==> src/rtl/rpt_pkg.sv <==
`timescale 1ns / 1ps

package rpt_pkg;

   // Field widths.
   localparam int TICK_W    = 24;
   localparam int SEEK_W    = 26;
   localparam int DIVISOR_W = 8;
   localparam int MINCNT_W  = 10;
   localparam int COUNT_W   = 9;
   localparam int INDEX_W   = 9;
   localparam int VALUE_W   = 16;
   localparam int CMD_W     = 2;
   localparam int STATUS_W  = 3;

   localparam int BUFFER_DEPTH_DEFAULT = 512;

   localparam logic [TICK_W-1:0] TICK_MAX = {TICK_W{1'b1}};
   localparam int DIV_STEPS = TICK_W;

   // Request commands.
   localparam logic [CMD_W-1:0] CMD_TICK  = 2'd0;
   localparam logic [CMD_W-1:0] CMD_START = 2'd1;
   localparam logic [CMD_W-1:0] CMD_READ  = 2'd2;

   // Register file.
   localparam int CSR_AW     = 5;
   localparam int CSR_DATA_W = 32;
   localparam logic [2:0] REG_PREAMBLE_MIN = 3'd0;
   localparam logic [2:0] REG_PULSE_MIN    = 3'd1;
   localparam logic [2:0] REG_END_TIMEOUT  = 3'd2;
   localparam logic [2:0] REG_SEEK_TIMEOUT = 3'd3;
   localparam logic [2:0] REG_DIVISOR      = 3'd4;
   localparam logic [2:0] REG_MIN_COUNT    = 3'd5;

   localparam logic [TICK_W-1:0]    RST_PREAMBLE_MIN = 24'd3000;
   localparam logic [TICK_W-1:0]    RST_PULSE_MIN    = 24'd50;
   localparam logic [TICK_W-1:0]    RST_END_TIMEOUT  = 24'd5000;
   localparam logic [SEEK_W-1:0]    RST_SEEK_TIMEOUT = 26'd20000;
   localparam logic [DIVISOR_W-1:0] RST_DIVISOR      = 8'd32;
   localparam logic [MINCNT_W-1:0]  RST_MIN_COUNT    = 10'd50;

   typedef enum logic [STATUS_W-1:0] {
      PH_IDLE         = 3'd0,
      PH_SEEK         = 3'd1,
      PH_CAPTURE      = 3'd2,
      PH_DONE         = 3'd3,
      PH_SEEK_TIMEOUT = 3'd4,
      PH_SHORT        = 3'd5,
      PH_TOO_FEW      = 3'd6
   } phase_type;

   typedef enum logic [1:0] {
      ST_IDLE,
      ST_DIV,
      ST_ZERO
   } ctrl_state_type;

   // Follow-up work that a request leaves for the controller.
   typedef enum logic [1:0] {
      ACT_NONE,
      ACT_DIV,
      ACT_ZERO2
   } act_type;

   typedef struct packed {
      logic [TICK_W-1:0]    preamble_min;
      logic [TICK_W-1:0]    pulse_min;
      logic [TICK_W-1:0]    end_timeout;
      logic [SEEK_W-1:0]    seek_timeout;
      logic [DIVISOR_W-1:0] divisor;
      logic [MINCNT_W-1:0]  min_count;
   } cfg_type;

   typedef struct packed {
      logic step;
      logic div_start;
      logic store_div;
      logic store_zero2;
   } ctrl_cmd_type;

   typedef struct packed {
      act_type action;
      logic    div_done;
   } dp_status_type;

endpackage

==> src/rtl/rpt_ctrl.sv <==
`timescale 1ns / 1ps

module rpt_ctrl (
   input  logic                   clock,
   input  logic                   reset,
   input  logic                   req_tvalid,
   output logic                   req_tready,
   output logic                   rsp_tvalid,
   input  logic                   rsp_tready,
   input  rpt_pkg::dp_status_type dp_status,
   output rpt_pkg::ctrl_cmd_type  cmd
);

   import rpt_pkg::*;

   ctrl_state_type state_ff, state_in;
   logic           rsp_valid_ff, rsp_valid_in;
   logic           ready;
   logic           accept;

   // The result register is free when empty or being emptied this cycle.
   assign ready  = (state_ff == ST_IDLE) && (!rsp_valid_ff || rsp_tready);
   assign accept = ready && req_tvalid;

   always_comb begin
      state_in = state_ff;
      case (state_ff)
         ST_IDLE: begin
            if (accept) begin
               case (dp_status.action)
                  ACT_DIV:   state_in = ST_DIV;
                  ACT_ZERO2: state_in = ST_ZERO;
                  default:   state_in = ST_IDLE;
               endcase
            end
         end
         ST_DIV: begin
            if (dp_status.div_done) begin
               state_in = ST_IDLE;
            end
         end
         ST_ZERO: state_in = ST_IDLE;
         default: state_in = ST_IDLE;
      endcase
   end

   always_comb begin
      cmd = '0;
      case (state_ff)
         ST_IDLE: begin
            cmd.step      = accept;
            cmd.div_start = accept && (dp_status.action == ACT_DIV);
         end
         ST_DIV:  cmd.store_div   = dp_status.div_done;
         ST_ZERO: cmd.store_zero2 = 1'b1;
         default: cmd = '0;
      endcase
   end

   always_comb begin
      rsp_valid_in = rsp_valid_ff;
      if (accept) begin
         rsp_valid_in = 1'b1;
      end else if (rsp_tready) begin
         rsp_valid_in = 1'b0;
      end
   end

   always_ff @(posedge clock) begin
      if (reset) begin
         state_ff     <= ST_IDLE;
         rsp_valid_ff <= 1'b0;
      end else begin
         state_ff     <= state_in;
         rsp_valid_ff <= rsp_valid_in;
      end
   end

   assign req_tready = ready;
   assign rsp_tvalid = rsp_valid_ff;

endmodule

==> config.mk <==
export PLATFORM = sky130hd
export DESIGN_NAME = rpt_ctrl
export DESIGN_NICKNAME = d
export VERILOG_FILES = /design/src/rtl/rpt_pkg.sv /design/src/rtl/rpt_ctrl.sv
export SDC_FILE = /design/constraint.sdc
export NUM_CORES = 1
export LEC_CHECK = 0
export BUFFER_PORTS_ARGS = -buffer_cell sky130_fd_sc_hd__buf_2
export CAP_MARGIN = 25
export CORE_AREA = 4 4 41 43
export DETAILED_ROUTE_END_ITERATION = 10
export DIE_AREA = 0 0 45 47
export PLACE_DENSITY = 0.45
export SETUP_SLACK_MARGIN = 0.02
export SLEW_MARGIN = 20
export SYNTH_ARGS = -nofsm -noshare
export SYNTH_HDL_FRONTEND = slang
export SYNTH_SLANG_ARGS = --single-unit
==> constraint.sdc <==
create_clock -name clock -period 1.3 [get_ports clock]
set_clock_uncertainty 0.2 [all_clocks]
set_input_delay 0.065 -clock clock [delete_from_list [all_inputs] [get_ports clock]]
set_output_delay 0.065 -clock clock [all_outputs]
set_load 0.005 [all_outputs]
* Word level (Yosys, flattened, before mapping)
Index checks and enable logic that the tools add are counted.
Word-level totals: register bits 3, input port bits 7, word-level logic and storage cells 25, output and inout bits 6
Cells by class: mux-type cells 9, equality and inequality tests 6, reductions and logical operators 8
Operator list (count):
- $pmux W2 S2 | 2
- $mux W2 | 3
- $eq A2 B1 Y1 const B | 2
- $eq A2 B2 Y1 const B | 2
- $mux W1 | 4
- $ne A2 B2 Y1 const B | 2
- $logic_and A1 B1 Y1 | 3
- $logic_not A2 Y1 | 1
- $reduce_and A2 Y1 | 1
- $reduce_bool A2 Y1 | 1
- $logic_not A1 Y1 | 1
- $logic_or A1 B1 Y1 | 1

* Longest topological paths before layout
word-level depth 6, depth in mapped cells 3

* Least setup slack after synthesis
No wires, ideal clock.
path type flip-flop to flip-flop, from register state_ff[1], to register state_ff[0], required time 1.016 ns, arrival 0.879 ns, cell stages (with the launch flop) 3, clock period less this slack 1.163 ns, setup time 0.084 ns, path slack 0.137 ns, buffers on the path 0, cell sequence dfxtp_1 or4b_1 o31ai_2
On the way: cells in the longest elaborated chain, start to end 5
RTL lines:
- from (decl) | line rpt_ctrl.sv:16 | ctrl_state_type state_ff, state_in;
- from (signal assigned) | line rpt_ctrl.sv:74 | state_ff <= state_in;
- $logic_not A2 Y1 | line rpt_ctrl.sv:22, rpt_ctrl.sv:27
- $logic_and A1 B1 Y1 | line rpt_ctrl.sv:22 | assign ready = (state_ff == ST_IDLE) && (!rsp_valid_ff || rsp_tready);
- $logic_and A1 B1 Y1 | line rpt_ctrl.sv:23 | assign accept = ready && req_tvalid;
- $ne A2 B2 Y1 (no line)
- $reduce_and A2 Y1 (no line)
Parallel ways exist; a longest one is shown, timed or not. A chain may end at the register's enable or synchronous reset.

* Worst setup path in the final report
from input dp_status[1] (netlist bit), to register state_ff[1]
On the way: cells in the longest elaborated chain, start to end 4
RTL lines:
- from (decl) | line rpt_ctrl.sv:10 | input rpt_pkg::dp_status_type dp_status,
- $eq A2 B2 Y1 / $eq A2 B1 Y1 (equally long branches) | line rpt_ctrl.sv:30 | case (dp_status.action)
- $pmux W2 S2 * | line rpt_ctrl.sv:30
- $mux W2 * | line rpt_ctrl.sv:29 | if (accept) begin
- $pmux W2 S2 * | line rpt_ctrl.sv:27 | case (state_ff)
Mark *: on every way between the ends. The rest lies on a longest branch, timed or not. The select of a mux whose other input is x is not followed.

==> reports/results.md <==
| Quantity | Reported | Unit |
|:---|:---|:---|
| Lkg Pwr | 0.198 | nW |
| Synth area leader | sky130_fd_sc_hd__dfxtp_1 | - |
| Cell variety after synth | 17 | - |
| Via-per-instance ratio | 4.20 | - |
| # H-tree levels | 1 | - |
| Clock transition at the register clock pins on the worst setup and hold paths after CTS | 0.04 | ns |
| Pwr per Cell Area | 853 | mW/mm^2 |
| Via Count | 248 | - |
| Clock root cell | sky130_fd_sc_hd__clkbuf_4 | - |
| Global placer's final weighted congestion | 0.618 | - |
| Result of the run | finished with violations | - |
| Pin count of the biggest net entering global routing | 6 | - |
| Worst Setup End Kind | flip-flop | - |
| Failing checks | negative hold slack, negative setup slack | - |
| Number of synthesized register bits | 3 | - |
| Leading cell type in the layout, fill and taps excluded | sky130_fd_sc_hd__buf_2 | - |
| Syn avg cell area | 10.6 | um^2 |
| Die Y | 47 | um |
| Count of mapped cells out of synthesis | 20 | - |
| Highest-count cells in the layout ignoring fill and taps | 12 x sky130_fd_sc_hd__buf_2, 4 x sky130_fd_sc_hd__buf_4, 3 x sky130_fd_sc_hd__clkbuf_4, 3 x sky130_fd_sc_hd__buf_6, 3 x sky130_fd_sc_hd__dfxtp_2 | - |
| Number of endpoints failing setup at the final stage | 5 | - |
| Crit-path cells | buf_2 -> dlygate4sd3_1 -> or3b_1 -> nor4b_4 | - |
| Max clock buf depth | 2 | - |
| Dpl hpwl | 373 | um |
| Top cells by area, synth | sky130_fd_sc_hd__dfxtp_1 28%, sky130_fd_sc_hd__o31ai_2 12%, sky130_fd_sc_hd__nor4b_2 7.1% | - |
| Die Width | 45 | um |
| Worst Tran Pin Value | 0.183 | ns |
| Standard cell with the maximum stage delay on the critical path | sky130_fd_sc_hd__dlygate4sd3_1 | - |
| # Max-Cap Violations | 0 | - |
| Syn Nets | 27 | - |
| Final hold slack | -0.0820 | ns |
| Post-detailed-route wirelength per cell | 11.6 | um |
| Number of buffers created by CTS | 3 | - |
| Total wirelength of the detailed-routed design | 686 | um |
| Yosys top cell area share | 28.2 | % |
| Number of port buffers | 12 | - |
| Number of failing hold endpoints at the final stage | 3 | - |
| Antenna cells | 0 | - |
| Class of the tightest hold or removal check | in2reg | - |
| Post-synth design cell area | 213 | um^2 |
| Length of the first detailed-routing pass in iterations | 2 | - |
| Worst setup SP type | input pin | - |
| CP required | 1.24 | ns |
| Clk sinks | 3 | - |
| Area of the die | 0.00212 | mm^2 |
| Setup Total Neg Slack | -0.436 | ns |
| Final core area utilization | 32.4 | % |
| Share of the cycle needed by the critical path after routing | 112 | % |
| Boundary Pins | 13 | - |
| Slew margin rel. | 87.7 | % |
| Number of global-route vias before repair | 282 | - |
| Critical path arrival | 1.40 | ns |
| Count of cells along the worst register-to-register path | 3 | - |
| Slack of the worst reg-to-reg path | 0 | ns |
| Yosys Warn Count | 0 | - |
| Fmax | 687 | MHz |
| Delay of the slowest cell on the worst path | 0.56 | ns |
| Worst hold stages | 3 | - |
| RSZ-0062 raised after global routing | yes | - |
| Peak ir drop on the vdd network | 0.361 | mV |
| Row count | 13 | - |
| Category of the critical setup timing path | in2reg | - |
| Total DRC errors in the routed layout | 0 | - |
| Net count of the finished layout | 52 | - |
| Largest driver fanout on the critical path | 2 | - |
| Worst skew pair latency | 0.23 | ns |
| Setup WS post-layout | -0.156 | ns |
| Global-route wire length before repair | 1.11 | mm |
| Clock tree from TritonCTS | yes | - |
| Starting Density | 16.3 | % |
| Share of cells above drive strength 1 | 77.3 | % |
| Number of antenna violations at the first check in global routing | 0 | - |
| All-Layer GR Usage | 7.73 | % |
| Residual overflow from global routing | 0 | - |
| Layout-stage area growth over the synthesis result | 98.2 | % |
| Min Clock Period, post-route | 1.46 | ns |
| Violation count after the first detailed-route iteration | 4 | - |
| Seq/Total Area, Yosys | 28.2 | % |
| Area of the placeable core | 0.00130 | mm^2 |
| Max-slew violations | 0 | - |
| Post-DRT Antenna Nets | 0 | - |
| Filler instances | 141 | - |
layout make-up:
class,instances,area (um^2),area share [%]
Clock buffer,4,26.3,6.23
Tap cell,15,18.8,4.45
Sequential cell,3,63.8,15.1
Timing Repair Buffer,21,144,34.1
Multi-Input combinational cell,16,169,40.1
sequential cells by signal, indices dropped and copies added (netlist names):
name and cells:
state_ff 2, rsp_tvalid 1
final timing paths:
path / to / start
worst min-delay path: rsp_tvalid / rsp_tready
worst min register to register: rsp_tvalid / rsp_tvalid
worst max register to register: state_ff[0] / state_ff[1]
worst max-delay path: state_ff[1] / dp_status[1]
cell usage after synthesis, drive strengths merged:
| cell | count |
|---|---|
| nor4 | 1 |
| and3b | 1 |
| buf | 1 |
| or2 | 1 |
| nand2 | 1 |
| nor3b | 1 |
| or4b | 1 |
| nor2 | 1 |
| nor4b | 1 |
| nor2b | 1 |
| dfxtp | 3 |
| o31ai | 2 |
| nand2b | 1 |
| nand4bb | 1 |
| and2b | 1 |
| or3b | 2 |
metrics by stage:
stage	cell area, um^2	std cells	power (W)	hold slack (ns)	setup WS, ns
after floorplan	213	20	0.000134	-0.0460	0.137
after global placement	280	46	0.000159	0.165	0.0217
after detailed placement	280	46	0.000157	0.164	0.0179
after CTS	390	59	0.000357	-0.0869	-0.124
after global routing	422	59	0.000386	-0.0669	-0.186
final	422	59	0.000360	-0.0820	-0.156
timing repair:
item / 4_1_cts / 5_1_grt
hold buffers: 3 / 1
gates resized for setup: 4 / 8
setup buffers: 6 / 1
setup endpoints to repair: 3 / 6
hold endpoints to repair: 3 / 3
pin swaps: 3 / 3
cells by family after synthesis:
family	after synthesis	share of synthesized area, %
AND/OR/NAND/NOR	14	54.7
flip-flops	3	28.2
AO/OA/AOI/OAI	2	11.8
buffers and inverters	1	5.29
critical path: cells and delay by family:
kind / cells / cell delay, ns
and+or+nand+nor: 2 / 0.67
buffers and inverters: 2 / 0.66
per-layer routing:
metal	part of all wire, %	routed length, um	global-route usage [%]	up-vias
li1	-	-	-	124
met1	44	302	8.16	111
met2	46	318	11.6	13
met3	9.5	65	3.45	0
met4	0	0	7.02	0
met5	0	0	0	-
where the power goes:
group | internal [W] | switching, W | total, W
clock | 0.000115 | 0.0000504 | 0.000166
combinational | 0.0000544 | 0.0000382 | 0.0000926
sequential | 0.0000986 | 0.00000300 | 0.000102
total | 0.000268 | 0.0000916 | 0.000360
Power figures use the tool's default switching activity.
